==> src/rtl/core/sact_pkg.sv <==
`timescale 1ns / 1ps
`default_nettype none
// ----------------------------------------------------------------------------
// Segment allocation table package
// Shared widths, codes, state type and entry layout of the allocation table.
// ----------------------------------------------------------------------------
package sact_pkg;

    localparam int MAX_REGIONS_DEF = 16;

    localparam int FUNC_W   = 2;
    localparam int SEG_W    = 11;
    localparam int POS_W    = 10;
    localparam int PID_W    = 8;
    localparam int STATUS_W = 2;
    localparam int MEM_W    = 16;
    localparam int END_W    = POS_W + 1;

    localparam logic [MEM_W-1:0] TOTAL_MEM_RESET = 16'hFFFF;
    localparam logic [MEM_W-1:0] FREE_MAX        = 16'hFFFF;

    localparam logic [FUNC_W-1:0] FUNC_ACCESS  = 2'd0;
    localparam logic [FUNC_W-1:0] FUNC_ALLOC   = 2'd1;
    localparam logic [FUNC_W-1:0] FUNC_RELEASE = 2'd2;

    localparam logic [STATUS_W-1:0] ST_OK      = 2'd0;
    localparam logic [STATUS_W-1:0] ST_REFUSED = 2'd1;
    localparam logic [STATUS_W-1:0] ST_FULL    = 2'd2;

    typedef enum logic [1:0] {
        S_IDLE,
        S_SCAN,
        S_DRAIN,
        S_FINISH
    } state_t;

    typedef struct packed {
        logic [SEG_W-1:0] segment;
        logic [POS_W-1:0] start;
        logic [POS_W-1:0] length;
        logic [PID_W-1:0] owner;
    } entry_t;

    // Outcome of comparing one stored region with the current request.
    typedef struct packed {
        logic hit;
        logic clash;
        logic owned;
    } cmp_t;

endpackage
`default_nettype wire

==> src/rtl/core/sact_entry_eval.sv <==
`timescale 1ns / 1ps
`default_nettype none
// ----------------------------------------------------------------------------
// Region comparator
// Compares one stored region with the requested span: containment for an
// access check, inclusive overlap for an allocate, and ownership.
// ----------------------------------------------------------------------------
module sact_entry_eval
(
    input  var sact_pkg::entry_t                 entry,
    input  wire  [sact_pkg::SEG_W-1:0]           req_segment,
    input  wire  [sact_pkg::POS_W-1:0]           req_start,
    input  wire  [sact_pkg::POS_W-1:0]           req_length,
    input  wire  [sact_pkg::PID_W-1:0]           req_owner,
    output sact_pkg::cmp_t                       cmp
);

    logic [sact_pkg::END_W-1:0] e_lo;
    logic [sact_pkg::END_W-1:0] e_hi;
    logic [sact_pkg::END_W-1:0] r_lo;
    logic [sact_pkg::END_W-1:0] r_hi;

    always_comb
    begin
        e_lo = {1'b0, entry.start};
        e_hi = {1'b0, entry.start} + {1'b0, entry.length};
        r_lo = {1'b0, req_start};
        r_hi = {1'b0, req_start} + {1'b0, req_length};

        cmp.owned = (entry.owner == req_owner);
        cmp.hit   = cmp.owned && (entry.segment == req_segment)
                    && (e_lo <= r_lo) && (r_hi <= e_hi);
        // Either end of the request lies in the region, or the request
        // covers the region entirely.
        cmp.clash = ((e_lo <= r_lo) && (r_lo <= e_hi))
                    || ((e_lo <= r_hi) && (r_hi <= e_hi))
                    || ((r_lo <= e_lo) && (e_hi <= r_hi));
    end

endmodule
`default_nettype wire

==> src/rtl/core/segment_alloc_check_table_top.sv <==
`timescale 1ns / 1ps
`default_nettype none
// ----------------------------------------------------------------------------
// Segment allocation table
// Region table with access check, allocate and per-process release.
// ----------------------------------------------------------------------------
// A request word is taken on a rising edge with start high and busy low.
// func selects an access check, an allocate or a release of every region of
// process_id. The region fields sit in a single-port synchronous memory; the
// valid bits and the free count are flip-flops.
// Each request sweeps the memory one entry per cycle; busy stays high from
// acceptance through the sweep and the drain and finish states. The result
// word (status and free_memory) appears with done high for one cycle,
// registered from the finish state, and a new request may be taken in that
// same cycle, so no new request is taken before the last result is out.
// The memory read port and the serial sweep bound the request rate. The table is
// written only in the final cycle of an allocate, after the sweep has ended,
// so reads and writes of one entry never overlap.
// The receiver cannot stall: each result word is valid for its single cycle.
// Reset clears the valid bits, loads the free count with 65535 and leaves the
// block idle. A cfg_we write clears the table and loads the free count with
// cfg_wdata; the user must issue it only while the block is idle (unchecked).
// ----------------------------------------------------------------------------
module segment_alloc_check_table_top
#(
    parameter int MAX_REGIONS = sact_pkg::MAX_REGIONS_DEF
)
(
    input  wire                              clk,
    input  wire                              rst_n,
    input  wire                              cfg_we,
    input  wire  [sact_pkg::MEM_W-1:0]       cfg_wdata,
    input  wire                              start,
    output logic                             busy,
    input  wire  [sact_pkg::FUNC_W-1:0]      func,
    input  wire  [sact_pkg::SEG_W-1:0]       segment_number,
    input  wire  [sact_pkg::POS_W-1:0]       start_position,
    input  wire  [sact_pkg::POS_W-1:0]       span_length,
    input  wire  [sact_pkg::PID_W-1:0]       process_id,
    output logic                             done,
    output logic [sact_pkg::STATUS_W-1:0]    status,
    output logic [sact_pkg::MEM_W-1:0]       free_memory
);

    localparam int IDX_W = (MAX_REGIONS > 1) ? $clog2(MAX_REGIONS) : 1;
    localparam logic [IDX_W-1:0] LAST_IDX = IDX_W'(MAX_REGIONS - 1);

    sact_pkg::state_t state_reg, state_next;

    logic [IDX_W-1:0]               addr_reg, addr_next;
    logic                           eval_reg, eval_next;
    logic [IDX_W-1:0]               eval_idx_reg, eval_idx_next;
    logic [MAX_REGIONS-1:0]         valid_reg, valid_next;
    logic [sact_pkg::MEM_W-1:0]     free_reg, free_next;
    logic                           hit_reg, hit_next;
    logic                           clash_reg, clash_next;
    logic                           slot_found_reg, slot_found_next;
    logic [IDX_W-1:0]               slot_reg, slot_next;
    logic                           done_reg, done_next;
    logic [sact_pkg::STATUS_W-1:0]  status_reg, status_next;
    logic [sact_pkg::MEM_W-1:0]     free_out_reg, free_out_next;

    logic [sact_pkg::FUNC_W-1:0]    func_reg;
    logic [sact_pkg::SEG_W-1:0]     seg_reg;
    logic [sact_pkg::POS_W-1:0]     lo_reg;
    logic [sact_pkg::POS_W-1:0]     len_reg;
    logic [sact_pkg::PID_W-1:0]     pid_reg;

    sact_pkg::entry_t               table_mem [MAX_REGIONS];
    sact_pkg::entry_t               rd_data_reg;
    sact_pkg::entry_t               wr_data;
    logic                           wr_en;
    logic                           rd_en;
    logic                           accept;
    logic                           finishing;

    sact_pkg::cmp_t                 cmp;
    logic                           cur_valid;
    logic [sact_pkg::MEM_W:0]       credit_sum;

    sact_entry_eval u_eval
    (
        .entry       (rd_data_reg),
        .req_segment (seg_reg),
        .req_start   (lo_reg),
        .req_length  (len_reg),
        .req_owner   (pid_reg),
        .cmp         (cmp)
    );

    // Next state.
    always_comb
    begin
        state_next = state_reg;
        unique case (state_reg)
            sact_pkg::S_IDLE:
            begin
                if (start)
                begin
                    state_next = sact_pkg::S_SCAN;
                end
            end
            sact_pkg::S_SCAN:
            begin
                if (addr_reg == LAST_IDX)
                begin
                    state_next = sact_pkg::S_DRAIN;
                end
            end
            sact_pkg::S_DRAIN:
            begin
                state_next = sact_pkg::S_FINISH;
            end
            sact_pkg::S_FINISH:
            begin
                state_next = sact_pkg::S_IDLE;
            end
            default:
            begin
                state_next = sact_pkg::S_IDLE;
            end
        endcase
    end

    // State decoded outputs.
    always_comb
    begin
        busy      = 1'b1;
        rd_en     = 1'b0;
        finishing = 1'b0;
        unique case (state_reg)
            sact_pkg::S_IDLE:   busy      = 1'b0;
            sact_pkg::S_SCAN:   rd_en     = 1'b1;
            sact_pkg::S_DRAIN:  busy      = 1'b1;
            sact_pkg::S_FINISH: finishing = 1'b1;
            default:            busy      = 1'b1;
        endcase
    end

    assign accept = start && !busy;

    // Datapath.
    always_comb
    begin
        addr_next       = addr_reg;
        eval_next       = rd_en;
        eval_idx_next   = addr_reg;
        valid_next      = valid_reg;
        free_next       = free_reg;
        hit_next        = hit_reg;
        clash_next      = clash_reg;
        slot_found_next = slot_found_reg;
        slot_next       = slot_reg;
        done_next       = 1'b0;
        status_next     = status_reg;
        free_out_next   = free_out_reg;
        wr_en           = 1'b0;
        wr_data         = '{segment: seg_reg, start: lo_reg, length: len_reg,
                            owner: pid_reg};
        cur_valid       = valid_reg[eval_idx_reg];
        credit_sum      = {1'b0, free_reg}
                          + {{(sact_pkg::MEM_W - sact_pkg::POS_W + 1){1'b0}},
                             rd_data_reg.length};

        if (accept)
        begin
            addr_next       = '0;
            hit_next        = 1'b0;
            clash_next      = 1'b0;
            slot_found_next = 1'b0;
            slot_next       = '0;
        end

        if (rd_en)
        begin
            addr_next = IDX_W'(addr_reg + 1'b1);
        end

        // One entry is judged each cycle, in the cycle after its read.
        if (eval_reg)
        begin
            if (cur_valid)
            begin
                if (cmp.hit)
                begin
                    hit_next = 1'b1;
                end
                if (cmp.clash)
                begin
                    clash_next = 1'b1;
                end
                if ((func_reg == sact_pkg::FUNC_RELEASE) && cmp.owned)
                begin
                    valid_next[eval_idx_reg] = 1'b0;
                    free_next = credit_sum[sact_pkg::MEM_W] ? sact_pkg::FREE_MAX
                                : credit_sum[sact_pkg::MEM_W-1:0];
                end
            end
            else if (!slot_found_reg)
            begin
                slot_found_next = 1'b1;
                slot_next       = eval_idx_reg;
            end
        end

        if (finishing)
        begin
            done_next   = 1'b1;
            status_next = sact_pkg::ST_REFUSED;
            case (func_reg)
                sact_pkg::FUNC_ACCESS:
                begin
                    status_next = hit_reg ? sact_pkg::ST_OK : sact_pkg::ST_REFUSED;
                end
                sact_pkg::FUNC_ALLOC:
                begin
                    if (({{(sact_pkg::MEM_W - sact_pkg::POS_W){1'b0}}, len_reg}
                         > free_reg) || clash_reg)
                    begin
                        status_next = sact_pkg::ST_REFUSED;
                    end
                    else if (!slot_found_reg)
                    begin
                        status_next = sact_pkg::ST_FULL;
                    end
                    else
                    begin
                        status_next          = sact_pkg::ST_OK;
                        wr_en                = 1'b1;
                        valid_next[slot_reg] = 1'b1;
                        free_next = free_reg
                                    - {{(sact_pkg::MEM_W - sact_pkg::POS_W){1'b0}},
                                       len_reg};
                    end
                end
                sact_pkg::FUNC_RELEASE:
                begin
                    status_next = sact_pkg::ST_OK;
                end
                default:
                begin
                    status_next = sact_pkg::ST_REFUSED;
                end
            endcase
            free_out_next = free_next;
        end

        // A configuration write restarts the table from empty.
        if (cfg_we)
        begin
            valid_next = '0;
            free_next  = cfg_wdata;
        end
    end

    always_ff @(posedge clk or negedge rst_n)
    begin
        if (!rst_n)
        begin
            state_reg      <= sact_pkg::S_IDLE;
            addr_reg       <= '0;
            eval_reg       <= 1'b0;
            eval_idx_reg   <= '0;
            valid_reg      <= '0;
            free_reg       <= sact_pkg::TOTAL_MEM_RESET;
            hit_reg        <= 1'b0;
            clash_reg      <= 1'b0;
            slot_found_reg <= 1'b0;
            slot_reg       <= '0;
            done_reg       <= 1'b0;
        end
        else
        begin
            state_reg      <= state_next;
            addr_reg       <= addr_next;
            eval_reg       <= eval_next;
            eval_idx_reg   <= eval_idx_next;
            valid_reg      <= valid_next;
            free_reg       <= free_next;
            hit_reg        <= hit_next;
            clash_reg      <= clash_next;
            slot_found_reg <= slot_found_next;
            slot_reg       <= slot_next;
            done_reg       <= done_next;
        end
    end

    always_ff @(posedge clk)
    begin
        status_reg   <= status_next;
        free_out_reg <= free_out_next;
        if (accept)
        begin
            func_reg <= func;
            seg_reg  <= segment_number;
            lo_reg   <= start_position;
            len_reg  <= span_length;
            pid_reg  <= process_id;
        end
    end

    // Region store: one port, registered read.
    always_ff @(posedge clk)
    begin
        if (wr_en)
        begin
            table_mem[slot_reg] <= wr_data;
        end
        else if (rd_en)
        begin
            rd_data_reg <= table_mem[addr_reg];
        end
    end

    assign done        = done_reg;
    assign status      = status_reg;
    assign free_memory = free_out_reg;

endmodule
`default_nettype wire

==> config.mk <==
export PLATFORM = sky130hd
export DESIGN_NAME = segment_alloc_check_table_top
export DESIGN_NICKNAME = d
export VERILOG_FILES = /design/src/rtl/core/sact_pkg.sv /design/src/rtl/core/sact_entry_eval.sv /design/src/rtl/core/segment_alloc_check_table_top.sv
export SDC_FILE = /design/constraint.sdc
export NUM_CORES = 1
export LEC_CHECK = 0
export BUFFER_PORTS_ARGS = -buffer_cell sky130_fd_sc_hd__buf_2
export CORE_MARGIN = 2
export CORE_UTILIZATION = 41
export DETAILED_ROUTE_END_ITERATION = 16
export GPL_TIMING_DRIVEN = 0
export PLACE_DENSITY = 0.64
export SETUP_SLACK_MARGIN = 0.15
export SLEW_MARGIN = 15
export SYNTH_ARGS = -nofsm -noshare
export SYNTH_HDL_FRONTEND = slang
export SYNTH_HIERARCHICAL = 1
export SYNTH_SLANG_ARGS = --single-unit
==> constraint.sdc <==
create_clock -name clk -period 8.4 [get_ports clk]
set_clock_uncertainty 0.05 [all_clocks]
set_input_delay 1.68 -clock clk [delete_from_list [all_inputs] [get_ports clk]]
set_output_delay 1.68 -clock clk [all_outputs]
set_load 0.03 [all_outputs]
==> results.json, run 1 <==
{
  "dp_hpwl_mm": 49.22,
  "core-area_um2": 78740,
  "place_area_um2": 34620,
  "gp_congestion": 0.8765,
  "hold_buffers": 0,
  "crit_path_cell_trace": "ha_1 > fa_1 > nor2b_1 > o31a_1 > o2111ai_1 > nand3_1 > nand2b_1 > buf_1 > nor4_2 > buf_2 > buf_4 > buf_2 > buf_2",
  "r2r_cells": 13,
  "r2r_slack_ps": 3140,
  "multiInputGateArea_um2": 9006,
  "hp-start": "addr_reg[2]",
  "rows": 103,
  "routed_wl_mm": 77.56,
  "cts_tree": "built",
  "synth_edf_count": 722,
  "seqCellArea_um2": 22980,
  "start_util": 0.4128,
  "worstSkewPairLatency_ps": 630,
  "synth_top_area_frac": 0.6671,
  "drive_above_1_share": 0.2556,
  "avgSynthCellArea_um2": 18.82,
  "max_cap_viol_count": 0,
  "synth_nets": 1876,
  "worst_setup_path_end_kind": "flip-flop",
  "worstPathArrival_ps": 5530,
  "setup_viol": 0,
  "final_cell_area_um2": 37340,
  "wire_per_inst_um": 25.44,
  "dieArea_um2": 81540,
  "diodes": 0,
  "drc": 0,
  "critPathKind": "flip-flop to flip-flop",
  "seq_area_frac_synth": 0.7070,
  "netlist_instances": 1727,
  "cts_root_buf": "clkbuf_16",
  "grt_pass1_wl_mm": 115.1,
  "largest_reg_flops": 624,
  "drt_iter0_drc": 1544,
  "cts_setup_buffers": 0,
  "rr_startpoint": "len_reg[0]",
  "drtAntennaViolNets": 0,
  "first_pass_iters": 6,
  "relSlewSlack": 0.2464,
  "die_y_um": 285.6,
  "whs_ps": 333.4,
  "slew_violations": 0,
  "max_freq_mhz": 190.1,
  "cp_num_buf_inv": 5,
  "cp_common_cell": "buf_2",
  "cp.required_ps": 8670,
  "hp-class": "flip-flop to flip-flop",
  "period_minus_slack_ps": 5259,
  "io_buffers": 79,
  "synth_area_leader_cell": "edfxtp_1",
  "synth.most_common_cell": "edfxtp_1",
  "worst_path_max_delay_cell": "nor4_2",
  "cts_made_buffers": 82,
  "synth_async_sr_flop_share": 0.06598,
  "grt_usage": 0.1924,
  "num-fill-cells": 6489,
  "grt_max_degree": 52,
  "ys_ff_latch": 773,
  "area_growth_pct": 14.88,
  "setup-tns-final_ps": 0,
  "min_to": "eval_idx_reg[2]",
  "cts.repair.resized": 0,
  "start_kind": "flip-flop",
  "die-width_um": 285.6,
  "p_per_area_nw_per_um2": 330.0,
  "hold_violations": 0,
  "p_leak_nw": 12.54,
  "syn_area_um2": 32500,
  "synth_cell_types": 78,
  "critPathTopFamily": "buffers and inverters",
  "hold_depth": 0,
  "cp_slowest_stage_delay_ps": 810,
  "htreeDepth": 3,
  "grt_pass1_vias": 17840,
  "synthTopCellsByCount": "edfxtp_1 (722), mux4_2 (198), ha_1 (84)",
  "clkTransAtPathRegs_ps": 60,
  "synth_ff_type": "edfxtp_1",
  "fin_crit_sh": 0.6261,
  "synth_area_leaders": "edfxtp_1 (67%), mux4_2 (14%), ha_1 (3.2%)",
  "vias_per_cell": 5.584,
  "vdd_drop_max_mv": 0.1679,
  "outcome": "finished, final reports clean",
  "worst_slew_pin_slew_ps": 1130,
  "r2r-end": "table_mem[6][28]",
  "nets": 2082,
  "crit_path_max_fanout": 18,
  "grt_overflow": 0,
  "antenna_found_initial": 0,
  "rsz0062_at_grt": "false",
  "cts.sinks": 773,
  "ios": 81,
  "vias": 17030,
  "synth_warnings": 6,
  "cts_buffer_depth": 3
}
## worst reg2reg max path, cell delays in order (launching register included)
cell,delay [ps]
edfxtp_1,710
ha_1,380
fa_1,430
nor2b_1,180
o31a_1,270
o2111ai_1,270
nand3_1,230
nand2b_1,140
buf_1,410
nor4_2,810
buf_2,380
buf_4,230
buf_2,240
buf_2,240
## routing by layer
metal  GRT usage  part of all wire
met3     0.02839             0.051
met4     0.05223             0.022
met2      0.3376              0.52
met1      0.2507              0.41
met5           0                 0
## layout by cell type, fill, tap and decap left out, types with 11 or more instances in the layout
cell type / count
a21o_1: 19
nand3_1: 29
o211ai_1: 11
buf_2: 93
clkbuf_1: 62
dfrtp_1: 35
edfxtp_1: 722
buf_1: 20
inv_4: 11
nand2_1: 75
clkbuf_16: 85
inv_1: 55
buf_4: 28
ha_1: 84
nand4_1: 12
xor2_1: 29
a21oi_1: 49
dfstp_2: 16
o21ai_0: 51
o21a_1: 23
xnor2_1: 23
nor2_1: 43
nor3_1: 11
mux4_2: 198
nor2b_1: 11
clkinv_1: 16
clkinv_2: 12
## area by class of cell
cell class / count / share of cell area
Multi-Input combinational cell: 812 / 0.2412
Sequential cell: 773 / 0.6154
Clock inverter: 48 / 0.01357
Buffer: 76 / 0.008344
Tap cell: 1050 / 0.03519
Timing Repair Buffer: 122 / 0.02024
Inverter: 66 / 0.007372
Clock buffer: 102 / 0.05868
## stage by stage
step	total power, W	std cells	setup slack [ps]	util
2_1_floorplan	0.007655	1727	1767	-
3_3_place_gp	0.008691	2856	-3954	0.4345
3_5_place_dp	0.008789	2898	3209	0.4397
4_1_cts	0.01242	3048	3176	0.4739
5_1_grt	0.01296	3049	2870	0.4742
6_report	0.01232	3049	3141	0.4742
## power by group
part           switching [W]  internal, W  leakage (nW)
combinational        0.00206      0.00168          4.07
clock                0.00149      0.00214          1.30
sequential          0.000299      0.00466          7.16
total                0.00384      0.00847          12.5
## kinds of logic (layout without fill, tap and decap cells)
group / count (synthesis) / count (layout) / synth area share
AOI/OAI and AO/OA: 225 / 225 / 0.04781
xor gates and xnor gates: 53 / 53 / 0.01451
adders and majority gates: 92 / 92 / 0.03607
buffers and inverters: 142 / 414 / 0.01702
DFF: 773 / 773 / 0.7070
muxes: 213 / 213 / 0.1431
and+or+nand+nor: 229 / 229 / 0.03449
## worst max-delay path by stage
stage	start	end	cells after the start	slack, ps
after floorplan	len_reg[0]	table_mem[9][0]	9	1770
after global placement	len_reg[0]	valid_reg[6]	10	-3950
after detailed placement	len_reg[0]	table_mem[6][35]	13	3210
after CTS	len_reg[0]	table_mem[6][29]	13	3180
after global routing	len_reg[0]	table_mem[6][28]	13	2870
final	len_reg[0]	table_mem[6][28]	13	3140
Power figures use the tool's default switching activity.
==> run 2, diff against run 1 <==
==> constraint.sdc (replaced) <==
create_clock -name clk -period 5.2 [get_ports clk]
set_clock_uncertainty 0.05 [all_clocks]
set_input_delay 1.04 -clock clk [delete_from_list [all_inputs] [get_ports clk]]
set_output_delay 1.04 -clock clk [all_outputs]
set_load 0.03 [all_outputs]
==> run 2 against run 1 <==
Sequential share of layout area decreased by 0.16 points. Utilization increased by 0.13 points. Total power increased by 62%. Via count increased by 0.41%. First-iteration DRC count increased by 3.8%. Flip-flop and latch count unchanged. Critical path type unchanged. Critical endpoint is now table_mem[6][35]. Largest cell class unchanged. Largest power group unchanged.
==> results.json, run 2 (synthesized netlist as in run 1, its figures left out) <==
{
  "outcome": "finished, final reports clean",
  "start_kind": "flip-flop",
  "clock_power_share": 0.294,
  "cp_common_cell": "buf_2",
  "crit_path_max_fanout": 18,
  "vias": 17100,
  "period_minus_slack_ps": 4844,
  "final_cell_mix": "edfxtp_1 (722), mux4_2 (198), buf_2 (93)",
  "cts.sinks": 773,
  "grt_overflow": 0,
  "hold_violations": 0,
  "dieArea_um2": 81540,
  "p_comb_frac": 0.304,
  "fin_crit_sh": 0.9315,
  "grt_usage": 0.1924,
  "grt_pass1_wl_mm": 115.1,
  "critPathKind": "flip-flop to flip-flop",
  "worstPathArrival_ps": 5170,
  "finalWorstSetupSlack_ps": 356.2,
  "vdd_drop_max_mv": 0.2695,
  "io_buffers": 79,
  "clkTransAtPathRegs_ps": 60,
  "max_freq_mhz": 206.5,
  "netSwitchingFraction": 0.3122,
  "worstSkewPairLatency_ps": 630,
  "p_per_area_nw_per_um2": 531.9,
  "grt_max_degree": 52,
  "cp.required_ps": 5520,
  "htreeDepth": 3,
  "slew_violations": 0,
  "critPathTopFamily": "buffers and inverters",
  "final_common_cell": "edfxtp_1",
  "gp_congestion": 0.8765,
  "seq_power_share": 0.402,
  "dp_hpwl_mm": 49.22,
  "wire_per_inst_um": 25.41,
  "hold_depth": 0,
  "utilization": 0.4754,
  "hp-start": "addr_reg[2]",
  "largest_reg_flops": 624,
  "setup-tns-final_ps": 0,
  "cp_num_buf_inv": 7,
  "die-width_um": 285.6,
  "relSlewSlack": 0.2414,
  "ios": 81,
  "cts_root_buf": "clkbuf_16",
  "r2r-end": "table_mem[6][35]",
  "intPower_w": 0.01370,
  "setup_viol": 0,
  "worst_setup_path_end_kind": "flip-flop",
  "drt_iter0_drc": 1602,
  "nets": 2088,
  "hp-class": "flip-flop to flip-flop",
  "worst_slew_pin_slew_ps": 1138,
  "worst_path_max_delay_cell": "edfxtp_1",
  "vias_per_cell": 5.596,
  "cts_tree": "built",
  "grt_pass1_vias": 17840,
  "drc": 0,
  "place_ws_ps": 9.020,
  "p_leak_nw": 12.57,
  "max_cap_viol_count": 0,
  "r2r_cells": 13,
  "netSwitchingPower_w": 0.006217,
  "drive_above_1_share": 0.2589,
  "antenna_found_initial": 0,
  "cts_made_buffers": 82,
  "cts_buffer_depth": 3,
  "rr_startpoint": "len_reg[7]",
  "die_y_um": 285.6,
  "min_to": "eval_idx_reg[2]",
  "rows": 103,
  "first_pass_iters": 5,
  "core-area_um2": 78740,
  "r2r_slack_ps": 360,
  "crit_path_cell_trace": "inv_1 > ha_1 > clkbuf_1 > a2111o_1 > o2111ai_1 > nand3_1 > nand2b_1 > buf_1 > nor4_4 > buf_2 > buf_4 > buf_2 > buf_2",
  "diodes": 0,
  "drtAntennaViolNets": 0,
  "rsz0062_at_grt": "false",
  "cp_slowest_stage_delay_ps": 850,
  "routed_wl_mm": 77.62,
  "area_growth_pct": 15.18,
  "start_util": 0.4128
}
==> run 2: cell type report <==
type / count / area [um^2]
plain buffers: 76 / 312.8
clock buffers: 102 / 2191
clock inverters: 48 / 506.7
fillers: 6481 / 41310
inverters: 66 / 295.3
multi-input cells: 812 / 9026
flip-flops and latches: 773 / 22980
well taps: 1050 / 1314
repair buffers: 128 / 813.3
==> run 2: how the worst max path moves through the flow <==
| stage | from | to | slack (ps) | cells past startpoint |
|---|---|---|---|---|
| global route | len_reg[7] | table_mem[6][28] | 130 | 13 |
| global placement | len_reg[0] | valid_reg[6] | -7150 | 10 |
| finish | len_reg[7] | table_mem[6][35] | 360 | 13 |
| CTS | len_reg[0] | table_mem[6][31] | 200 | 13 |
| detailed placement | len_reg[0] | table_mem[6][35] | 9 | 13 |
| floorplan | len_reg[0] | table_mem[9][0] | -1430 | 9 |
==> run 2: what timing repair did <==
| action | in CTS | in global routing |
|---|---|---|
| setup buffers | 0 | 6 |
| pin swaps | 0 | 1 |
| gates resized for setup | 1 | 17 |
| endpoints found under the setup margin | 5 | 356 |
| hold buffers | 0 | 0 |
==> run 2: metal layers <==
layer	wire, um	GRT usage	part of all wire	up-vias
met3	4269	0.02839	0.055	113
met4	1643	0.05223	0.021	0
met2	40330	0.3376	0.52	587
met1	31380	0.2507	0.40	8959
met5	0	0	0	-
li1	-	-	-	7437
==> run 2: stage by stage <==
stage	total power, W	std cells	area (um^2)	hold slack [ps]
after floorplan	0.01237	1727	32500	301.9
after global placement	0.01404	2856	34210	305.9
after detailed placement	0.01420	2898	34620	317.3
after CTS	0.02006	3048	37330	338.9
after global routing	0.02094	3055	37440	346.2
final	0.01991	3055	37440	333.5
==> run 2: power groups by stage <==
stage / combinational [W] / sequential (W) / clock, W
after CTS: 0.00609 / 0.00802 / 0.00595
after floorplan: 0.00437 / 0.00799 / 0
after global routing: 0.00667 / 0.00806 / 0.00621
after global placement: 0.00591 / 0.00813 / 0
final: 0.00606 / 0.00800 / 0.00585
after detailed placement: 0.00605 / 0.00814 / 0
==> run 3, diff against run 2 <==
--- a/config.mk
+++ b/config.mk
@@ -15,5 +15,4 @@
 export SLEW_MARGIN = 15
 export SYNTH_ARGS = -nofsm -noshare
 export SYNTH_HDL_FRONTEND = slang
-export SYNTH_HIERARCHICAL = 1
 export SYNTH_SLANG_ARGS = --single-unit
==> run 3 against run 2 <==
Count of clock-buffer cells in the layout is 5 higher. Largest cell class unchanged. Synthesized area up 0.36%. Fmax shrank 1.2%. Worst setup slack got worse by 58 ps. Critical path depth up 2. Total power about the same. Critical endpoint is now table_mem[14][36]. Register-to-register slack worse by 60 ps. Hold slack better by 14 ps.
==> results.json, run 3 <==
{
  "worst_slew_pin_slew_ps": 1073,
  "cts.sinks": 773,
  "area_growth_pct": 15.56,
  "worst_setup_path_end_kind": "flip-flop",
  "r2r_cells": 15,
  "grt_pass1_wl_mm": 117.9,
  "p_per_area_nw_per_um2": 528.0,
  "hp-start": "addr_reg[3]",
  "die_y_um": 286.1,
  "drc": 0,
  "grt_overflow": 0,
  "nets": 2099,
  "start_util": 0.4136,
  "place_area_um2": 34800,
  "synth_edf_count": 722,
  "ios": 81,
  "vdd_drop_max_mv": 0.2740,
  "ys_ff_latch": 773,
  "rr_startpoint": "len_reg[5]",
  "cts_root_buf": "clkbuf_16",
  "final_cell_area_um2": 37690,
  "hold_violations": 0,
  "worstSkewPairLatency_ps": 630,
  "core-area_um2": 78870,
  "synth_top_area_frac": 0.6647,
  "clkTransAtPathRegs_ps": 60,
  "dieArea_um2": 81830,
  "r2r_slack_ps": 300,
  "period_minus_slack_ps": 4902,
  "netlist_instances": 1741,
  "cp.required_ps": 5490,
  "crit_path_max_fanout": 18,
  "htreeDepth": 3,
  "routed_wl_mm": 80.10,
  "synth_ff_type": "edfxtp_1",
  "final_cell_mix": "edfxtp_1 (722), mux4_2 (197), buf_2 (86)",
  "fin_crit_sh": 0.9426,
  "diodes": 0,
  "relSlewSlack": 0.2848,
  "hold_depth": 0,
  "start_kind": "flip-flop",
  "die-width_um": 286.1,
  "vias_per_cell": 5.743,
  "hold_buffers": 0,
  "cts_made_buffers": 81,
  "setup-tns-final_ps": 0,
  "min_to": "eval_idx_reg[3]",
  "grt_usage": 0.1974,
  "slew_violations": 0,
  "worstPathArrival_ps": 5190,
  "synth_warnings": 0,
  "outcome": "finished, final reports clean",
  "grt_max_degree": 52,
  "dp_hpwl_mm": 50.24,
  "seq_area_frac_synth": 0.7044,
  "synth.most_common_cell": "edfxtp_1",
  "p_leak_nw": 12.48,
  "synth_async_sr_flop_share": 0.06598,
  "syn_area_um2": 32620,
  "vias": 17620,
  "io_buffers": 80,
  "max_cap_viol_count": 0,
  "avgSynthCellArea_um2": 18.74,
  "final_common_cell": "edfxtp_1",
  "synth_cell_types": 76,
  "synth_area_leaders": "edfxtp_1 (66%), mux4_2 (14%), ha_1 (3.2%)",
  "utilization": 0.4779,
  "setup_viol": 0,
  "wire_per_inst_um": 26.11,
  "cts_tree": "built",
  "drive_above_1_share": 0.2592,
  "first_pass_iters": 5,
  "grt_pass1_vias": 17970,
  "synth_area_leader_cell": "edfxtp_1",
  "num-fill-cells": 6566,
  "synth_nets": 1890,
  "rows": 103,
  "largest_reg_flops": 624,
  "cts_buffer_depth": 3,
  "synthTopCellsByCount": "edfxtp_1 (722), mux4_2 (197), ha_1 (84)",
  "gp_congestion": 0.8776,
  "hp-class": "flip-flop to flip-flop",
  "r2r-end": "table_mem[14][36]",
  "drt_iter0_drc": 1771,
  "drtAntennaViolNets": 0,
  "critPathKind": "flip-flop to flip-flop",
  "max_freq_mhz": 204.0,
  "rsz0062_at_grt": "false",
  "antenna_found_initial": 1
}
[run 3: changes by cell type after synthesis, sizes merged, moves of 9 or more]
cell and delta:
nand2 -19, mux2 +10, a211oi +9, a21o -9, or3 +9, xor2 -9
[run 3: where the power goes]
group          switching (W)  total [W]  leakage [nW]  internal [W]
logic                0.00342    0.00617          4.06       0.00275
clock network        0.00243    0.00576          1.27       0.00333
registers           0.000474    0.00798          7.16       0.00751
total                0.00632     0.0199          12.5        0.0136
[run 3: how the worst max path moves through the flow]
stage | startpoint | endpoint | slack [ps] | cells after the start
3_5_place_dp | len_reg[0] | table_mem[14][33] | -60 | 15
2_1_floorplan | len_reg[0] | table_mem[11][0] | -450 | 11
3_3_place_gp | len_reg[0] | table_mem[14][33] | -5020 | 11
6_report | len_reg[5] | table_mem[14][36] | 300 | 15
5_1_grt | len_reg[5] | table_mem[14][34] | 170 | 15
4_1_cts | len_reg[2] | table_mem[14][33] | 270 | 15
[run 3: area by class of cell]
class	count	area [um^2]	area share
flip-flops and latches	773	22980	0.6096
multi-input cells	829	9164	0.2431
clock buffers	107	2176	0.05772
well taps	1050	1314	0.03485
repair buffers	126	999.7	0.02652
clock inverters	44	484.2	0.01285
plain buffers	72	306.5	0.008132
inverters	67	274.0	0.007269
[run 3: metal layers]
metal / GRT usage / share of wire / vias up / routed length (um)
met4: 0.05838 / 0.026 / 0 / 2104
met2: 0.3148 / 0.48 / 702 / 38160
met3: 0.03078 / 0.068 / 130 / 5447
met5: 0 / 0 / - / 0
li1: - / - / 7557 / -
met1: 0.2821 / 0.43 / 9230 / 34390
[run 3: per-stage QoR]
stage	cells	total power, W	hold WS [ps]	worst slack (ps)
after floorplan	1741	0.01232	301.9	-454.6
after global placement	2871	0.01410	341.6	-5016
after detailed placement	2895	0.01422	347.0	-60.01
after CTS	3050	0.02002	346.8	272.6
after global routing	3068	0.02090	355.2	168.0
final	3068	0.01990	347.4	298.2
[run 3: kinds of logic (layout without fill, tap and decap cells)]
group | count (synthesis) | count (layout) | synth area share
adders and majority gates | 88 | 88 | 0.03468
buffers and inverters | 139 | 416 | 0.01695
muxes | 227 | 227 | 0.1458
xor gates and xnor gates | 44 | 44 | 0.01181
AOI/OAI and AO/OA | 229 | 229 | 0.04714
and+or+nand+nor | 241 | 241 | 0.03920
DFF | 773 | 773 | 0.7044
[run 3: critical path: stages, from the launching register on]
cell      delay (ps)
edfxtp_1         880
inv_1            140
ha_1             370
o21a_1           170
o21ai_0           80
o21ba_2          300
o21ai_4           90
buf_4            210
nor2_1           400
buf_2            380
nand2_1          280
nor3_4           490
buf_6            220
buf_6            170
buf_4            190
buf_4            180
[run 3: what timing repair did]
item                       in CTS  in global routing
buffers inserted                4                 16
setup endpoints to repair      17                 27
gates resized for setup         1                  0
hold endpoints to repair        0                  0
